--- src/rtl/fao_pkg.sv ---
// ----------------------------------------------------------------------------
// fao_pkg
// shared widths, angle constants and pipeline word types for the
// octant arctangent approximation
// ----------------------------------------------------------------------------
package fao_pkg;

   // port width of each vector component
   localparam int FIELD_W        = 24;
   // bits of each component that are used, read as a signed value (8..24)
   localparam int IN_WIDTH       = 24;
   // magnitude after saturation of the most negative code
   localparam int MAG_W          = IN_WIDTH - 1;
   // partial remainder of the divider, one bit of headroom for the shift
   localparam int REM_W          = MAG_W + 1;
   // fraction bits of min/max (scale 256)
   localparam int FRAC_BITS      = 8;
   // quotient bits resolved per divider stage
   localparam int BITS_PER_STAGE = 2;
   localparam int DIV_STAGES     = FRAC_BITS / BITS_PER_STAGE;
   // result angle width, 1024 equals pi
   localparam int OUT_W          = 12;

   localparam logic [OUT_W-1:0] ANGLE_HALF_PI = OUT_W'(512);
   localparam logic [OUT_W-1:0] ANGLE_PI      = OUT_W'(1024);

   // octant decisions carried alongside the divider
   typedef struct packed {
      logic zero;    // both components zero
      logic swap;    // |y| > |x|
      logic x_neg;
      logic y_neg;
      logic q_top;   // quotient msb: min equals max
   } oct_flags_type;

   typedef struct packed {
      logic [REM_W-1:0]     rem;
      logic [MAG_W-1:0]     hi;
      logic [FRAC_BITS-1:0] q;
      oct_flags_type        flags;
   } div_word_type;

endpackage

--- src/rtl/fast_atan2_octant.sv ---
// ----------------------------------------------------------------------------
// fast_atan2_octant
// approximate four-quadrant arctangent: linear estimate min*256/max over
// the first octant, mirrored into the octant of (cos, sin)
// ----------------------------------------------------------------------------
//
//   channel  ports                              direction  word
//   req      req_valid/req_ready,               in         one vector pair
//            req_sin_val, req_cos_val
//   rsp      rsp_valid/rsp_ready, rsp_angle     out        one angle, pi = 1024
//
// - stage 1, divider stages, output register; a word per cycle unless rsp stalls
// - the four divider stages, two quotient bits each, set the pipeline depth
// - reset clears only the stage valid bits, data registers are not reset
// - a stall on rsp freezes every stage at once; req_ready falls in the same
//   cycle, so no word is dropped or repeated
//
module fast_atan2_octant
   import fao_pkg::*;
(
   input  logic                      clock,
   input  logic                      reset,
   input  logic                      req_valid,
   output logic                      req_ready,
   input  logic signed [FIELD_W-1:0] req_sin_val,
   input  logic signed [FIELD_W-1:0] req_cos_val,
   output logic                      rsp_valid,
   input  logic                      rsp_ready,
   output logic signed [OUT_W-1:0]   rsp_angle
);

   // magnitude of the low IN_WIDTH bits, most negative code saturated
   function automatic logic [MAG_W-1:0] comp_mag(input logic [FIELD_W-1:0] raw);
      logic [IN_WIDTH-1:0] v;
      logic [IN_WIDTH-1:0] neg;
      v   = raw[IN_WIDTH-1:0];
      neg = ~v + IN_WIDTH'(1);
      if (!v[IN_WIDTH-1]) begin
         comp_mag = v[MAG_W-1:0];
      end else if (v[MAG_W-1:0] == '0) begin
         comp_mag = '1;
      end else begin
         comp_mag = neg[MAG_W-1:0];
      end
   endfunction

   // output register valid bit
   logic rsp_valid_ff;

   // whole pipeline advances together
   logic enable;
   assign enable    = !rsp_valid_ff || rsp_ready;
   assign req_ready = enable;

   // ---------------------------------------------------------------------
   // stage 1: magnitudes, octant flags, min/max and the quotient msb
   // ---------------------------------------------------------------------
   logic         s1_valid_ff;
   div_word_type s1_word_ff;
   div_word_type s1_word_in;

   always_comb begin
      logic [MAG_W-1:0] ay;
      logic [MAG_W-1:0] ax;
      logic [MAG_W-1:0] lo;
      ay = comp_mag(req_sin_val);
      ax = comp_mag(req_cos_val);
      s1_word_in.flags.swap  = ay > ax;
      s1_word_in.flags.x_neg = req_cos_val[IN_WIDTH-1];
      s1_word_in.flags.y_neg = req_sin_val[IN_WIDTH-1];
      s1_word_in.flags.zero  = (ay == '0) && (ax == '0);
      lo                     = (ay > ax) ? ax : ay;
      s1_word_in.hi          = (ay > ax) ? ay : ax;
      // lo never exceeds hi: the top quotient bit is set only when equal
      s1_word_in.flags.q_top = lo == s1_word_in.hi;
      s1_word_in.rem         = s1_word_in.flags.q_top ? '0 : {1'b0, lo};
      s1_word_in.q           = '0;
   end

   always_ff @(posedge clock) begin
      if (reset) begin
         s1_valid_ff <= 1'b0;
      end else if (enable) begin
         s1_valid_ff <= req_valid;
      end
   end

   always_ff @(posedge clock) begin
      if (enable) begin
         s1_word_ff <= s1_word_in;
      end
   end

   // ---------------------------------------------------------------------
   // divider stages: remaining eight fraction bits
   // ---------------------------------------------------------------------
   logic         div_valid [DIV_STAGES+1];
   div_word_type div_word  [DIV_STAGES+1];

   assign div_valid[0] = s1_valid_ff;
   assign div_word[0]  = s1_word_ff;

   for (genvar g = 0; g < DIV_STAGES; g++) begin : g_div
      fao_div_stage u_stage (
         .clock     (clock),
         .reset     (reset),
         .enable    (enable),
         .in_valid  (div_valid[g]),
         .in_word   (div_word[g]),
         .out_valid (div_valid[g+1]),
         .out_word  (div_word[g+1])
      );
   end

   // ---------------------------------------------------------------------
   // last stage: octant mirroring into the output register
   // ---------------------------------------------------------------------
   div_word_type            last_word;
   logic [OUT_W-1:0]        rsp_angle_ff;
   logic [OUT_W-1:0]        rsp_angle_in;

   assign last_word = div_word[DIV_STAGES];

   always_comb begin
      logic [OUT_W-1:0] a;
      a = OUT_W'({last_word.flags.q_top, last_word.q});
      if (last_word.flags.swap) begin
         a = ANGLE_HALF_PI - a;
      end
      if (last_word.flags.x_neg) begin
         a = ANGLE_PI - a;
      end
      if (last_word.flags.y_neg) begin
         a = ~a + OUT_W'(1);
      end
      rsp_angle_in = last_word.flags.zero ? '0 : a;
   end

   always_ff @(posedge clock) begin
      if (reset) begin
         rsp_valid_ff <= 1'b0;
      end else if (enable) begin
         rsp_valid_ff <= div_valid[DIV_STAGES];
      end
   end

   always_ff @(posedge clock) begin
      if (enable) begin
         rsp_angle_ff <= rsp_angle_in;
      end
   end

   assign rsp_valid = rsp_valid_ff;
   assign rsp_angle = $signed(rsp_angle_ff);

   // ---------------------------------------------------------------------
   // checks
   // ---------------------------------------------------------------------

   // the angle never leaves -pi..pi
   a_angle_range: assert property (@(posedge clock) disable iff (reset)
      rsp_valid |-> ($signed(rsp_angle) <= $signed(ANGLE_PI)) &&
                    ($signed(rsp_angle) >= -$signed(ANGLE_PI)))
      else $error("angle out of range");

   // equal magnitudes leave no remainder and no fraction bits
   a_top_exact: assert property (@(posedge clock) disable iff (reset)
      div_valid[DIV_STAGES] && last_word.flags.q_top && !last_word.flags.zero
      |-> (last_word.rem == '0) && (last_word.q == '0))
      else $error("quotient msb with nonzero remainder");

   // restoring divider keeps its remainder below the divisor
   a_rem_bound: assert property (@(posedge clock) disable iff (reset)
      div_valid[DIV_STAGES] && !last_word.flags.zero
      |-> last_word.rem < {1'b0, last_word.hi})
      else $error("divider remainder not below divisor");

   // a stalled pipeline does not alter the presented angle
   a_stall_hold: assert property (@(posedge clock) disable iff (reset)
      rsp_valid && !rsp_ready |=> rsp_valid && $stable(rsp_angle))
      else $error("output changed during stall");

endmodule

--- src/rtl/fao_div_stage.sv ---
// ----------------------------------------------------------------------------
// fao_div_stage
// one registered stage of the restoring divider, resolving
// BITS_PER_STAGE quotient bits of min*256/max
// ----------------------------------------------------------------------------
module fao_div_stage
   import fao_pkg::*;
(
   input  logic         clock,
   input  logic         reset,
   input  logic         enable,
   input  logic         in_valid,
   input  div_word_type in_word,
   output logic         out_valid,
   output div_word_type out_word
);

   logic         out_valid_ff;
   div_word_type word_ff;
   div_word_type word_in;

   always_comb begin
      logic [REM_W-1:0] r;
      logic [REM_W-1:0] d;
      word_in = in_word;
      r = in_word.rem;
      d = {1'b0, in_word.hi};
      for (int k = 0; k < BITS_PER_STAGE; k++) begin
         // remainder stays below hi, so the shift fits
         r = {r[REM_W-2:0], 1'b0};
         if (r >= d) begin
            r = r - d;
            word_in.q = {word_in.q[FRAC_BITS-2:0], 1'b1};
         end else begin
            word_in.q = {word_in.q[FRAC_BITS-2:0], 1'b0};
         end
      end
      word_in.rem = r;
   end

   always_ff @(posedge clock) begin
      if (reset) begin
         out_valid_ff <= 1'b0;
      end else if (enable) begin
         out_valid_ff <= in_valid;
      end
   end

   always_ff @(posedge clock) begin
      if (enable) begin
         word_ff <= word_in;
      end
   end

   assign out_valid = out_valid_ff;
   assign out_word  = word_ff;

endmodule

--- config.mk ---
export PLATFORM = sky130hd
export DESIGN_NAME = fast_atan2_octant
export DESIGN_NICKNAME = d
export VERILOG_FILES = /design/src/rtl/fao_pkg.sv /design/src/rtl/fast_atan2_octant.sv /design/src/rtl/fao_div_stage.sv
export SDC_FILE = /design/constraint.sdc
export NUM_CORES = 1
export LEC_CHECK = 0
export ABC_AREA = 1
export BUFFER_PORTS_ARGS = -buffer_cell sky130_fd_sc_hd__buf_2
export CORE_ASPECT_RATIO = 1.4
export CORE_MARGIN = 2
export CORE_UTILIZATION = 55
export CTS_CLUSTER_DIAMETER = 40
export DETAILED_ROUTE_END_ITERATION = 8
export PLACE_DENSITY = 0.76
export SETUP_SLACK_MARGIN = 0.15
export SLEW_MARGIN = 20
export SYNTH_ARGS = -nofsm -noshare
export SYNTH_HDL_FRONTEND = slang
export SYNTH_SLANG_ARGS = --single-unit
export TNS_END_PERCENT = 5
--- constraint.sdc ---
create_clock -name clock -period 7.9 [get_ports clock]
set_input_delay 0.395 -clock clock [delete_from_list [all_inputs] [get_ports clock]]
set_output_delay 0.395 -clock clock [all_outputs]
set_load 0.1 [all_outputs]
# After elaboration in Yosys (flattened, before gate mapping)
# Index checks and enable logic that the tools add are counted.
# W data, S select, Z words.
# totals
reg_bits,247
latchBits,0
mem_bits_rw,0
mem_bits_ro,0
input_bits,52
out_inout_bits,14
word_cells,103
memories,0
# classes
add_sub_neg,12
multipliers,0
n_div,0
order_cmp,9
n_eq_ne,1
shift,0
n_mux,24
n_bitwise,3
reduce_logical,7
# op_table
cell,count
$mux W23,13
$ge A24 B23 Y1,8
$sub A23 B23 Y23,7
$logic_not A23 Y1,4
$add A23 B1 Y23 const B,2
$not A23 Y23,2
$mux W12,3
$eq A23 B23 Y1,1
$gt A23 B23 Y1,1
$add A12 B1 Y12 const B,1
$not A12 Y12,1
$sub A11 B12 Y12 const A,1
$sub A10 B9 Y11 const A,1
$mux W1,8
$logic_and A1 B1 Y1,1
$logic_not A1 Y1,1
$logic_or A1 B1 Y1,1

# Longest topological paths before layout
# depth
depth_word,7
ltp_mapped,31
depth_no_buf,29

# Modules after synthesis
# A second synthesis with hierarchy kept.
# hier_totals
hier_cells,4089
hier_area_um2,28792.6
# modules_own_cells
module,n_inst,cells_each,area_per_inst_um2,seq_area_each_um2
fao_div_stage,4,821,5756.8,1821.7
fast_atan2_octant,1,805,5765.5,1931.9

# Worst setup path after synthesis
# OpenSTA, ideal clock, no wires.
# synth_timing
path_type,reg-to-reg
from,"reg rsp_valid_ff, in the netlist rsp_valid"
to,"reg s1_word_ff (netlist bit div_word[240]), enable pin"
setup_ns,0.624
arrival_time_ns,6.170
required_ns,7.276
setup_slack_ns,1.106
stages_incl_launch_ff,4
n_path_buf,0
synth_period_minus_slack_ns,6.794
path_cell_list,dfxtp_1 inv_1 nor2_1 inv_1
# synth_via
elab_chain_len,2
# synth_lines
element,line,source
"start, declared",fast_atan2_octant.sv:48,logic rsp_valid_ff;
"start signal, assigned",fast_atan2_octant.sv:143,rsp_valid_ff <= div_valid[DIV_STAGES];
$logic_not A1 Y1,fast_atan2_octant.sv:52,assign enable = !rsp_valid_ff || rsp_ready;
$logic_or A1 B1 Y1,fast_atan2_octant.sv:52,
named net req_ready,fast_atan2_octant.sv:24,"output logic req_ready,"
"end signal, assigned",fast_atan2_octant.sv:90,s1_word_ff <= s1_word_in;
"end, declared",fast_atan2_octant.sv:59,div_word_type s1_word_ff;
# The timed path passes the listed nets, and every way through them passes these cells.
# A chain may end at the register's enable or synchronous reset.

==> impl_metrics.toml <==
[run_status]
status = "completed"

[worst_setup_path]
cp-end-kind = "flop"
worst-path-max-fanout = 29
cp-start-kind = "flop"
arrival_ns = 6.34
required_ns = 8.17
path_class = "flop to flop"

[floorplan]
start_util_pct = 55.50
die_height_um = 239.2
core_sq_mm = 0.03917
num_rows = 86
die_w_um = 172.0
dieArea_sq_mm = 0.04115
io_pins = 66

[logic_synthesis]
synthCells = 2938
synth_edf_count = 241
syn_area_per_cell_sq_um = 7.399
synth_seq_cells = 247
async_flop_share_pct = 0
synth_top_flop_cell = "edfxtp_1"
synth_warnings = 0
syn_area_sq_mm = 0.02174
synth.distinct_cells = 54
ys_seq_area_share_pct = 33.84
synth_fp_nets = 3199

[routing]
avgViaCountPerCell = 5.605
drt_wl_total_um = 63680
detail-route-antenna-nets = 0
wire_per_inst_um = 17.97
initialDrtViolationCount = 986
drcViolationCount = 0
vias = 19860
dr.pass1.iters = 6

[timing]
final-max-slew-violation-count = 0
rsz0062_at_grt = "false"
fin_crit_ns = 6.064
worst_clock_skew_ns = 0.02640
hold_viol = 0
setup_viol = 0
max_freq_mhz = 164.9
tns_ns = 0
max_slew_margin_pct = 23.30
fin_crit_sh_pct = 76.76
tightest_slew_ns = 1.138

[clock_tree]
hold_buffers = 0
cts_max_level = 2
numCtsBuffers = 34
clkLatencyLatePin_ns = 0.54
cts_root_buf = "clkbuf_16"
post_cts_buffers = 0
clock_path_buffers = 3
cts-resized-gates = 0
clk_pin_slew_ns = 0.06
cts.sinks = 247
cts_tree = "done"

[cells_and_area]
nets = 3252
drive_gt1_share_pct = 6.134
antenna_cells = 0
area_growth_pct = 8.887

[global_routing]
grt_pass1_wl_um = 99340
antenna_found_initial = 0
grt_max_degree = 121
grt_usage_pct = 31.29
grt_pass1_vias = 20190
gr-total-overflow = 0

[place]
dp_hpwl_um = 52460
io_buffer_count = 65
gp_congestion = 0.9973

[run]
max-cap-violations = 0

[hold_path]
hp-class = "primary input to flop"
==> cell usage in the layout (no fill, tap or decap), drive strengths merged, types with 2 or more instances in the layout <==
| cell type | Yosys | final |
|---|---|---|
| nand2 | 798 | 798 |
| inv | 355 | 365 |
| nor2 | 284 | 284 |
| edfxtp | 241 | 241 |
| a21oi | 239 | 239 |
| o21ai | 232 | 232 |
| ha | 205 | 205 |
| nand3 | 149 | 149 |
| xor2 | 82 | 82 |
| buf | 35 | 69 |
| xnor2 | 66 | 66 |
| nand4 | 41 | 41 |
| nor3 | 37 | 37 |
| clkbuf | 17 | 35 |
| a21o | 23 | 23 |
| nand3b | 18 | 18 |
| o21bai | 17 | 17 |
| or2 | 17 | 17 |
| nor4 | 15 | 15 |
| a31oi | 12 | 12 |
| clkinv | 1 | 12 |
| a21boi | 11 | 11 |
| o21a | 9 | 9 |
| a211oi | 6 | 6 |
| dfxtp | 6 | 6 |
| fa | 4 | 4 |
| o211ai | 3 | 3 |
| clkinvlp | 0 | 3 |
| nor3b | 3 | 3 |
| o31ai | 2 | 2 |
| o211a | 2 | 2 |
| and3 | 2 | 2 |
| bufinv | 0 | 2 |
==> through the flow <==
stage | cells | area (sq um) | hold slack (ns) | util (%) | worst slack, ns
2_1_floorplan | 2938 | 21740 | 0.4003 | - | 1.106
3_3_place_gp | 3483 | 22480 | 0.4013 | 57.40 | 2.046
3_5_place_dp | 3483 | 22480 | 0.4045 | 57.40 | 1.914
4_1_cts | 3544 | 23670 | 0.06580 | 60.42 | 1.912
5_1_grt | 3544 | 23670 | 0.08833 | 60.43 | 1.302
6_report | 3544 | 23670 | 0.08337 | 60.43 | 1.836
==> cell type report <==
class / instances / area (sq um)
fill: 3572 / 15500
multi-input combinational: 2283 / 12770
sequential: 247 / 7357
inverter: 356 / 1346
clock buffer: 35 / 875.8
tap: 528 / 660.6
timing repair buffer: 69 / 355.3
clock inverter: 26 / 307.8
==> worst max-delay path, cell delays in order, from the launching register on <==
cell      delay (ns)
edfxtp_1        0.34
inv_1           0.07
ha_1            0.39
a21oi_1         0.21
o21ai_2         0.19
a21oi_2         0.20
nand2_1         0.22
nand2_1         0.14
nand3_2         0.40
inv_1           0.74
o21ai_0         0.28
ha_1            0.42
nand2_1         0.15
inv_1           0.11
a21oi_1         0.11
nor3_1          0.36
o21ai_0         0.13
nand3_1         0.15
nand2_1         0.08
nor3b_2         0.16
nand2_2         0.40
inv_2           0.31
nand2_1         0.15
nand2_1         0.06
==> synth_stat cells, types with 15 or more instances <==
master    instances  area share (%)
nor4_1           15            0.43
xor2_1           82             3.3
o21ai_0         208             4.8
nor3_1           36            0.83
a21oi_1         230             5.3
xnor2_1          66             2.7
nand2_1         795              14
ha_1            205              12
nand3_1         146             3.4
edfxtp_1        241              33
o21ai_1          15            0.35
o21bai_1         17            0.59
inv_1           351             6.1
a21o_1           23            0.79
or2_2            15            0.43
nand4_1          40             1.2
clkbuf_1         16            0.28
buf_2            24            0.55
nand3b_1         18            0.62
nor2_1          275             4.7
==> cells by family after synthesis <==
| logic type | share of synthesized area [%] |
|---|---|
| AO/OA/AOI/OAI | 14.23 |
| AND/OR/NAND/NOR | 26.34 |
| adder cells (fa/ha/maj) | 12.17 |
| flip-flops | 33.84 |
| buffers and inverters | 7.459 |
| XOR/XNOR | 5.963 |
==> per-layer routing <==
layer,track usage [%],up-vias,wire length [um]
met5,0,-,0
met3,2.809,225,1817
met1,26.76,9133,20930
met4,25.39,0,5824
met2,63.34,512,35110
li1,-,9993,-
==> registers in the layout (all words and copies together), names as in the netlist <==
name and flops:
g_div.u_stage.out_word 178, rsp_angle 12, g_div.u_stage.out_valid 4, div_word 51, s1_valid_ff 1, rsp_valid 1
==> final timing paths <==
check	start	end	slack, ns	depth (start not counted)
min	reset	g_div[1].u_stage.out_valid$_SDFFE_PP0P_	0.08	2
max reg2reg	div_word[256]$_DFFE_PP_	g_div[0].u_stage.out_word[43]$_DFFE_PP_	1.84	23
min reg2reg	g_div[2].u_stage.out_word[1]$_DFFE_PP_	g_div[3].u_stage.out_word[1]$_DFFE_PP_	0.42	0
max	div_word[256]$_DFFE_PP_	g_div[0].u_stage.out_word[43]$_DFFE_PP_	1.84	23
Power is not shown: default switching activity piles up to over one toggle a cycle in this logic, so the estimate is an artifact.
